<file path="config.mk">
export PLATFORM = sky130hd
export DESIGN_NAME = counting_semaphore_waiter_table_top_flat
export DESIGN_NICKNAME = d
export VERILOG_FILES = /design/src/rtl/csw_pkg.sv /design/src/rtl/csw_in_if.sv /design/src/rtl/csw_out_if.sv /design/src/rtl/counting_semaphore_waiter_table_top.sv /design/src/flat_wrapper.sv
export SDC_FILE = /design/constraint.sdc
export NUM_CORES = 1
export LEC_CHECK = 0
export ABC_CLOCK_PERIOD_IN_PS = 11690
export BUFFER_PORTS_ARGS = -buffer_cell sky130_fd_sc_hd__buf_2
export CAP_MARGIN = 40
export CORE_MARGIN = 10
export CORE_UTILIZATION = 60
export DETAILED_ROUTE_END_ITERATION = 10
export HOLD_SLACK_MARGIN = 0.05
export PLACE_DENSITY = 0.78
export RECOVER_POWER = 50
export SLEW_MARGIN = 20
export SYNTH_ARGS = -nofsm -noshare
export SYNTH_HDL_FRONTEND = slang
export SYNTH_SLANG_ARGS = --single-unit
export TNS_END_PERCENT = 50
</file>
<file path="constraint.sdc">
create_clock -name clk -period 11.69 [get_ports clk]
set_input_delay 0.5845 -clock clk [delete_from_list [all_inputs] [get_ports clk]]
set_output_delay 0.5845 -clock clk [all_outputs]
set_load 0.01 [all_outputs]
</file>
<file path="src/rtl/csw_pkg.sv">
package csw_pkg;

    localparam int CNT_W     = 16;
    localparam int TID_W     = 6;
    localparam int PICK_W    = 16;
    localparam int DIV_STEPS = PICK_W / 2;
    localparam int STEP_W    = $clog2(DIV_STEPS);

    localparam logic signed [CNT_W-1:0] CNT_MAX = 16'sh7FFF;
    localparam logic signed [CNT_W-1:0] CNT_MIN = 16'sh8000;

    localparam logic FUNC_WAIT   = 1'b0;
    localparam logic FUNC_SIGNAL = 1'b1;

    typedef enum logic [5:0] {
        ST_IDLE    = 6'b000001,
        ST_DIV     = 6'b000010,
        ST_RD_SLOT = 6'b000100,
        ST_RD_LAST = 6'b001000,
        ST_WRITE   = 6'b010000,
        ST_DONE    = 6'b100000
    } state_t;

endpackage

</file>
<file path="src/rtl/csw_in_if.sv">
interface csw_in_if
    import csw_pkg::*;
();
    logic              valid;
    logic              ready;
    logic              func;
    logic              has_task;
    logic [TID_W-1:0]  task_id;
    logic [PICK_W-1:0] pick;

    modport source (output valid, func, has_task, task_id, pick, input ready);
    modport sink   (input valid, func, has_task, task_id, pick, output ready);
endinterface

</file>
<file path="src/rtl/csw_out_if.sv">
interface csw_out_if
    import csw_pkg::*;
();
    logic                    valid;
    logic                    ready;
    logic                    must_yield;
    logic                    blocked_valid;
    logic                    woken_valid;
    logic [TID_W-1:0]        woken_task;
    logic signed [CNT_W-1:0] count_after;
    logic                    overflow;

    modport source (output valid, must_yield, blocked_valid, woken_valid, woken_task,
                    count_after, overflow, input ready);
    modport sink   (input valid, must_yield, blocked_valid, woken_valid, woken_task,
                    count_after, overflow, output ready);
endinterface

</file>
<file path="src/rtl/counting_semaphore_waiter_table_top.sv">
// Counting semaphore with a table of blocked task ids.
// Input channel in_ch carries one operation per beat: a wait (P) or a signal (V),
// the calling task and a random pick. Output channel out_ch returns exactly one
// result beat per operation, in order. cfg_we/cfg_data load the initial count;
// a write reloads the count and empties the waiter table.
// Steps: a wait, or a signal that wakes nobody, goes from ST_IDLE to ST_DONE, which
// moves the result into the output register; the next beat is taken back in ST_IDLE.
// A signal that wakes a waiter first reduces pick mod the waiter count in ST_DIV,
// two bits a cycle, then goes through ST_RD_SLOT, ST_RD_LAST and ST_WRITE (read the chosen
// slot, read the last entry, write the last entry into the slot).
// The table is a synchronous memory with registered read data; entries are
// only read below the waiter count, so it needs no clearing after reset.
// Reset sets the count to zero and the waiter count to zero.
// A finished result sits in the output register until taken; the block accepts
// the next beat meanwhile, and holds its following result until the register
// frees up.
module counting_semaphore_waiter_table_top
    import csw_pkg::*;
#(
    parameter int MAX_WAITERS = 32,
    parameter int MAX_TASKS   = 64
) (
    input  logic                    clk,
    input  logic                    rst_n,
    input  logic                    cfg_we,
    input  logic signed [CNT_W-1:0] cfg_data,
    csw_in_if.sink                  in_ch,
    csw_out_if.source               out_ch
);

    localparam int AW = $clog2(MAX_WAITERS);
    localparam int CW = $clog2(MAX_WAITERS + 1);

    state_t                  state_reg, state_next;
    logic signed [CNT_W-1:0] count_reg, count_next;
    logic [CW-1:0]           wcount_reg, wcount_next;
    logic [PICK_W-1:0]       pick_reg, pick_next;
    logic [CW-1:0]           rem_reg, rem_next;
    logic [STEP_W-1:0]       step_reg, step_next;

    logic                    res_yield_reg, res_yield_next;
    logic                    res_blocked_reg, res_blocked_next;
    logic                    res_woken_reg, res_woken_next;
    logic [TID_W-1:0]        res_task_reg, res_task_next;
    logic                    res_ovf_reg, res_ovf_next;

    logic                    out_valid_reg, out_valid_next;
    logic                    out_yield_reg, out_yield_next;
    logic                    out_blocked_reg, out_blocked_next;
    logic                    out_woken_reg, out_woken_next;
    logic [TID_W-1:0]        out_task_reg, out_task_next;
    logic signed [CNT_W-1:0] out_count_reg, out_count_next;
    logic                    out_ovf_reg, out_ovf_next;

    logic [TID_W-1:0]        mem [MAX_WAITERS];
    logic [TID_W-1:0]        rd_data_reg;
    logic                    wr_en;
    logic [AW-1:0]           wr_addr;
    logic [TID_W-1:0]        wr_data;
    logic [AW-1:0]           rd_addr;

    logic                    accept;
    logic                    out_free;
    logic signed [CNT_W-1:0] count_new;
    logic                    at_limit;
    logic                    id_ok;
    logic                    table_full;
    logic                    enqueue;
    logic [CW-1:0]           wlast;
    logic [CW-1:0]           rem_mid;

    function automatic logic [CW-1:0] rem_step(input logic [CW-1:0] r, input logic b,
                                               input logic [CW-1:0] d);
        logic [CW:0] t;
        t = {r, b};
        if (t >= {1'b0, d})
        begin
            t = t - {1'b0, d};
        end
        return t[CW-1:0];
    endfunction

    assign in_ch.ready = (state_reg == ST_IDLE);
    assign accept      = in_ch.valid && in_ch.ready;
    assign out_free    = !out_valid_reg || out_ch.ready;
    assign wlast       = wcount_reg - CW'(1);
    assign table_full  = (wcount_reg >= CW'(MAX_WAITERS));
    assign id_ok       = (32'(in_ch.task_id) < 32'(MAX_TASKS));
    assign rem_mid     = rem_step(rem_reg, pick_reg[PICK_W-1], wcount_reg);

    always_comb
    begin
        if (in_ch.func == FUNC_WAIT)
        begin
            at_limit  = (count_reg == CNT_MIN);
            count_new = at_limit ? count_reg : count_reg - CNT_W'(1);
        end
        else
        begin
            at_limit  = (count_reg == CNT_MAX);
            count_new = at_limit ? count_reg : count_reg + CNT_W'(1);
        end
        enqueue = (in_ch.func == FUNC_WAIT) && count_new[CNT_W-1] && in_ch.has_task && id_ok;
    end

    always_comb
    begin
        state_next       = state_reg;
        count_next       = count_reg;
        wcount_next      = wcount_reg;
        pick_next        = pick_reg;
        rem_next         = rem_reg;
        step_next        = step_reg;
        res_yield_next   = res_yield_reg;
        res_blocked_next = res_blocked_reg;
        res_woken_next   = res_woken_reg;
        res_task_next    = res_task_reg;
        res_ovf_next     = res_ovf_reg;
        out_valid_next   = out_valid_reg && !out_ch.ready;
        out_yield_next   = out_yield_reg;
        out_blocked_next = out_blocked_reg;
        out_woken_next   = out_woken_reg;
        out_task_next    = out_task_reg;
        out_count_next   = out_count_reg;
        out_ovf_next     = out_ovf_reg;
        wr_en            = 1'b0;
        wr_addr          = wcount_reg[AW-1:0];
        wr_data          = in_ch.task_id;
        rd_addr          = rem_reg[AW-1:0];

        unique case (state_reg)
            ST_IDLE:
            begin
                if (accept)
                begin
                    count_next       = count_new;
                    res_yield_next   = (in_ch.func == FUNC_WAIT) && count_new[CNT_W-1];
                    res_blocked_next = enqueue && !table_full;
                    res_woken_next   = 1'b0;
                    res_task_next    = '0;
                    res_ovf_next     = at_limit || (enqueue && table_full);
                    pick_next        = in_ch.pick;
                    rem_next         = '0;
                    step_next        = '0;
                    state_next       = ST_DONE;
                    if (enqueue && !table_full)
                    begin
                        wr_en       = 1'b1;
                        wcount_next = wcount_reg + CW'(1);
                    end
                    if ((in_ch.func == FUNC_SIGNAL) && (count_new[CNT_W-1] || count_new == '0)
                        && (wcount_reg != '0))
                    begin
                        state_next = ST_DIV;
                    end
                end
            end
            ST_DIV:
            begin
                rem_next  = rem_step(rem_mid, pick_reg[PICK_W-2], wcount_reg);
                pick_next = {pick_reg[PICK_W-3:0], 2'b00};
                step_next = step_reg + STEP_W'(1);
                if (step_reg == STEP_W'(DIV_STEPS - 1))
                begin
                    state_next = ST_RD_SLOT;
                end
            end
            ST_RD_SLOT:
            begin
                state_next = ST_RD_LAST;
            end
            ST_RD_LAST:
            begin
                rd_addr       = wlast[AW-1:0];
                res_task_next = rd_data_reg;
                state_next    = ST_WRITE;
            end
            ST_WRITE:
            begin
                wr_en          = 1'b1;
                wr_addr        = rem_reg[AW-1:0];
                wr_data        = rd_data_reg;
                wcount_next    = wlast;
                res_woken_next = 1'b1;
                state_next     = ST_DONE;
            end
            ST_DONE:
            begin
                if (out_free)
                begin
                    out_valid_next   = 1'b1;
                    out_yield_next   = res_yield_reg;
                    out_blocked_next = res_blocked_reg;
                    out_woken_next   = res_woken_reg;
                    out_task_next    = res_task_reg;
                    out_count_next   = count_reg;
                    out_ovf_next     = res_ovf_reg;
                    state_next       = ST_IDLE;
                end
            end
            default:
            begin
                state_next = ST_IDLE;
            end
        endcase

        if (cfg_we)
        begin
            count_next  = cfg_data;
            wcount_next = '0;
        end
    end

    always_ff @(posedge clk or negedge rst_n)
    begin
        if (!rst_n)
        begin
            state_reg     <= ST_IDLE;
            count_reg     <= '0;
            wcount_reg    <= '0;
            step_reg      <= '0;
            out_valid_reg <= 1'b0;
        end
        else
        begin
            state_reg     <= state_next;
            count_reg     <= count_next;
            wcount_reg    <= wcount_next;
            step_reg      <= step_next;
            out_valid_reg <= out_valid_next;
        end
    end

    always_ff @(posedge clk)
    begin
        pick_reg        <= pick_next;
        rem_reg         <= rem_next;
        res_yield_reg   <= res_yield_next;
        res_blocked_reg <= res_blocked_next;
        res_woken_reg   <= res_woken_next;
        res_task_reg    <= res_task_next;
        res_ovf_reg     <= res_ovf_next;
        out_yield_reg   <= out_yield_next;
        out_blocked_reg <= out_blocked_next;
        out_woken_reg   <= out_woken_next;
        out_task_reg    <= out_task_next;
        out_count_reg   <= out_count_next;
        out_ovf_reg     <= out_ovf_next;
    end

    always_ff @(posedge clk)
    begin
        if (wr_en)
        begin
            mem[wr_addr] <= wr_data;
        end
        rd_data_reg <= mem[rd_addr];
    end

    assign out_ch.valid         = out_valid_reg;
    assign out_ch.must_yield    = out_yield_reg;
    assign out_ch.blocked_valid = out_blocked_reg;
    assign out_ch.woken_valid   = out_woken_reg;
    assign out_ch.woken_task    = out_task_reg;
    assign out_ch.count_after   = out_count_reg;
    assign out_ch.overflow      = out_ovf_reg;

    a_wcount_bound: assert property (@(posedge clk) disable iff (!rst_n)
        wcount_reg <= CW'(MAX_WAITERS))
        else $error("waiter count above table depth");

    a_div_nonzero: assert property (@(posedge clk) disable iff (!rst_n)
        (state_reg == ST_DIV) |-> (wcount_reg != '0))
        else $error("pick reduced by an empty waiter count");

    a_woken_result: assert property (@(posedge clk) disable iff (!rst_n)
        (out_ch.valid && out_ch.woken_valid) |->
        (!out_ch.must_yield && !out_ch.blocked_valid
         && (out_ch.count_after[CNT_W-1] || out_ch.count_after == '0)))
        else $error("wake reported with a positive count or on a wait");

    a_blocked_result: assert property (@(posedge clk) disable iff (!rst_n)
        (out_ch.valid && out_ch.blocked_valid) |-> out_ch.must_yield)
        else $error("enqueue reported without yield");

endmodule

</file>
<file path="src/flat_wrapper.sv">
// flat-port wrapper written by rule: the top's interface ports become plain ports
module counting_semaphore_waiter_table_top_flat import csw_pkg::*;
#(
    parameter int MAX_WAITERS = 32,
    parameter int MAX_TASKS   = 64
)
  (clk, rst_n, cfg_we, cfg_data, in_ch_valid, in_ch_func, in_ch_has_task, in_ch_task_id, in_ch_pick, in_ch_ready, out_ch_valid, out_ch_must_yield, out_ch_blocked_valid, out_ch_woken_valid, out_ch_woken_task, out_ch_count_after, out_ch_overflow, out_ch_ready);
  csw_in_if in_ch_i ();
  csw_out_if out_ch_i ();
  input  logic clk;
  input  logic rst_n;
  input  logic cfg_we;
  input  logic signed [CNT_W-1:0] cfg_data;
  input wire logic [$bits(in_ch_i.valid)-1:0] in_ch_valid;
  input wire logic [$bits(in_ch_i.func)-1:0] in_ch_func;
  input wire logic [$bits(in_ch_i.has_task)-1:0] in_ch_has_task;
  input wire logic [$bits(in_ch_i.task_id)-1:0] in_ch_task_id;
  input wire logic [$bits(in_ch_i.pick)-1:0] in_ch_pick;
  output wire logic [$bits(in_ch_i.ready)-1:0] in_ch_ready;
  output wire logic [$bits(out_ch_i.valid)-1:0] out_ch_valid;
  output wire logic [$bits(out_ch_i.must_yield)-1:0] out_ch_must_yield;
  output wire logic [$bits(out_ch_i.blocked_valid)-1:0] out_ch_blocked_valid;
  output wire logic [$bits(out_ch_i.woken_valid)-1:0] out_ch_woken_valid;
  output wire logic [$bits(out_ch_i.woken_task)-1:0] out_ch_woken_task;
  output wire logic [$bits(out_ch_i.count_after)-1:0] out_ch_count_after;
  output wire logic [$bits(out_ch_i.overflow)-1:0] out_ch_overflow;
  input wire logic [$bits(out_ch_i.ready)-1:0] out_ch_ready;
  assign in_ch_i.valid = in_ch_valid;
  assign in_ch_i.func = in_ch_func;
  assign in_ch_i.has_task = in_ch_has_task;
  assign in_ch_i.task_id = in_ch_task_id;
  assign in_ch_i.pick = in_ch_pick;
  assign in_ch_ready = in_ch_i.ready;
  assign out_ch_valid = out_ch_i.valid;
  assign out_ch_must_yield = out_ch_i.must_yield;
  assign out_ch_blocked_valid = out_ch_i.blocked_valid;
  assign out_ch_woken_valid = out_ch_i.woken_valid;
  assign out_ch_woken_task = out_ch_i.woken_task;
  assign out_ch_count_after = out_ch_i.count_after;
  assign out_ch_overflow = out_ch_i.overflow;
  assign out_ch_i.ready = out_ch_ready;
  counting_semaphore_waiter_table_top #(.MAX_WAITERS(MAX_WAITERS), .MAX_TASKS(MAX_TASKS)) u_core (.clk(clk), .rst_n(rst_n), .cfg_we(cfg_we), .cfg_data(cfg_data), .in_ch(in_ch_i), .out_ch(out_ch_i));
endmodule
</file>
==> summary.txt <==
status - finished, violations left
failing checks - max-capacitance violations, max-slew violations
Cell Chain, Critical Path - inv_1 > ha_1 > nor2b_1 > o21a_1 > o21a_1 > o31a_1 > nor3_1 > mux2i_1 > ha_1 > nor2b_1 > o21ai_0 > a21boi_0 > o21ai_0 > nand2b_1 > a2111oi_2 > buf_2 > mux2i_1 > nor2_1
Routed Antenna Nets - 0
critical path's top delay family - compound AO/OA/AOI/OAI gates
EDFF count, synth - 250
hold_sp - cfg_data[9]
routing usage on met3 - 3.56%
YS warnings - 0
hold_ws - 0.249 ns
Worst VDD drop - 0.000127 V
H-tree depth - 1
Syn Nets - 1188
max-cap check violation count - 4
clock skew - 0.0228 ns
CP Launch Point - u_core.wcount_reg[1]$_DFFE_PN0P_
Leakage - 5.26 nW
cell area after synthesis - 0.0131 mm2
Critical Path Start Type - flip-flop
Clock Latency Late Sink - 0.57 ns
initial DRC count - 959
clock slew at reported path FFs - 0.06 ns
Slew @ Worst Pin - 1.70 ns
synthesized area per cell - 11.7 um2
unrepaired setup endpoints after global routing - no
via count - 9142
die area - 0.0282 mm2
FF-to-FF Start - u_core.wcount_reg[1]$_DFFE_PN0P_
commonest non-fill, non-tap cells in the layout - edfxtp_1 (250), nand2_1 (243), nor2_1 (84)
Fillers - 1559
Register Area - 0.00843 mm2
max reg flops - 192
Antenna Cells - 0
Die W - 168 um
register area share after synthesis - 64.2%
multi-input logic area - 0.00438 mm2
pins over their slew limit - 132
CTS sink cnt - 288
largest net degree at the start of global routing - 85
Worst Hold Class - input pin to flip-flop
critical path peak fanout - 10
Critical-path top delay cell - a2111oi_2
Req. time, crit path - 11.94 ns
Pwr per Cell Area - 185 mW/mm2
Die Y - 168 um
initial core utilization - 60.6%
IO buf count - 72
DP HPWL - 18700 um
Clock Path Buffers - 3
post-cts resize count - 0
M2 GR Usage - 32.1%
largest register by flop count - u_core.mem
RePlAce Congestion - 0.910
WP data arrival - 5.21 ns
CTS Root Cell - clkbuf_16
DRC viols - 0
Avg Vias per Cell - 6.14
Ports - 73
fin crit period - 4.95 ns
Period Utilization, post-route - 42.4%
Core Area - 0.0217 mm2
Num CTS Buffers - 29
CP Class - flip-flop to flip-flop
GR Util met1 - 28.4%
Global Route Usage Sum - 20.3%
Worst Setup End Kind - flip-flop
TritonCTS clock tree - built
post-synth cell types - 67
DR WL/cell - 20.1 um
global-route wire length before repair - 47100 um
Final setup viols - 0
first-pass detailed-route iteration total - 5
Async SR Flop Fraction - 11.1%
maximum clock frequency - 0.202 GHz
fin nets - 1252
grt ovf - 0
Gate Count Post-Synth - 1122
Seq cells post-synth - 288
top_reg_cell synth - edfxtp_1
final WL - 29900 um
worst rel slew slack - -13.1%
Fin Setup TNS - 0 ns
commonest non-fill, non-tap cell in the layout - edfxtp_1
layer with the highest usage - met2
CP bufs+invs - 2
vias in the first global route - 8746
Worst path max stage delay - 0.55 ns
Final Hold Viols - 0
initial antenna violation count - 0
num rows - 54
layout cells sized above 1 - 12.2%
Layout area overhead - 12.3%
-- area by class of cell --
| type | instances | area share (%) |
|---|---|---|
| multi-input cells | 751 | 29.7 |
| inverters | 19 | 0.483 |
| well taps | 280 | 2.37 |
| flip-flops and latches | 288 | 57.1 |
| clock inverters | 19 | 1.75 |
| clock buffers | 35 | 5.14 |
| repair buffers | 97 | 3.43 |
-- cell usage after synthesis, drive strengths merged, types with 17 or more instances --
cell | number | share of area (%)
mux2 | 18 | 1.5
edfxtp | 250 | 57
a21oi | 21 | 0.83
a211oi | 17 | 0.97
nand3 | 59 | 2.2
buf | 24 | 0.97
a311oi | 24 | 1.6
clkbuf | 40 | 1.1
o21ai | 29 | 1.1
and3 | 23 | 1.1
ha | 19 | 1.8
inv | 18 | 0.51
xnor2 | 20 | 1.3
nand2 | 243 | 6.9
nor2 | 85 | 2.4
dfrtp | 31 | 5.9
a31oi | 18 | 0.86
-- stage by stage --
step,setup slack [ns],instances,power (mW),utilization (%),cell area [um2]
after floorplan,7.21,1122,1.60,-,13100
after global placement,6.81,1429,1.74,63.4,13700
after detailed placement,6.78,1432,1.76,63.5,13800
after CTS,6.77,1486,2.74,68.2,14800
after global routing,6.26,1489,2.83,68.0,14800
final,6.74,1489,2.73,68.0,14800
-- layer usage --
metal / vias up / routed length (um)
li1: 4268 / -
met1: 4428 / 12800
met2: 399 / 14100
met3: 47 / 2380
met4: 0 / 539
met5: - / 0
-- report_power, final --
| group | internal [mW] | switching [mW] |
|---|---|---|
| registers | 1.20 | 0.0501 |
| clock network | 0.596 | 0.389 |
| logic | 0.177 | 0.316 |
-- worst reg2reg max path: cells and delay by family (launching register included) --
family	cells	cell delay, ns
DFF	1	0.43
muxes	2	0.58
adders and majority gates	2	0.64
buffers and inverters	2	0.61
AOI/OAI and AO/OA	7	1.78
and+or+nand+nor	5	0.64
-- final timing paths --
path                            slack [ns]  cells past startpoint                               endpoint
max in group asynchronous             9.50                      3       u_core.wcount_reg[4]$_DFFE_PN0P_
min in group asynchronous             0.59                      2       u_core.count_reg[10]$_DFFE_PN0P_
worst max register to register        6.74                     18        u_core.rem_reg[1]$_SDFFCE_PN0P_
worst min register to register        0.42                      0  u_core.out_ch.blocked_valid$_DFFE_PP_
worst max-delay path                  6.74                     18        u_core.rem_reg[1]$_SDFFCE_PN0P_
worst min-delay path                  0.25                      3        u_core.count_reg[9]$_DFFE_PN0P_
-- cells by family after synthesis --
group	share of synthesized area [%]
adder cells (fa/ha/maj)	2.11
flip-flops	64.2
multiplexers	2.23
XOR/XNOR	2.20
AND/OR/NAND/NOR	17.4
buffers and inverters	2.66
AO/OA/AOI/OAI	9.21
-- repair_timing --
action,4_1_cts,5_1_grt
hold endpoints to repair,0,10
hold buffers,0,1
buffers inserted,0,0
endpoints found under the setup margin,0,0
Note: power is estimated with default switching activity, not from simulation.
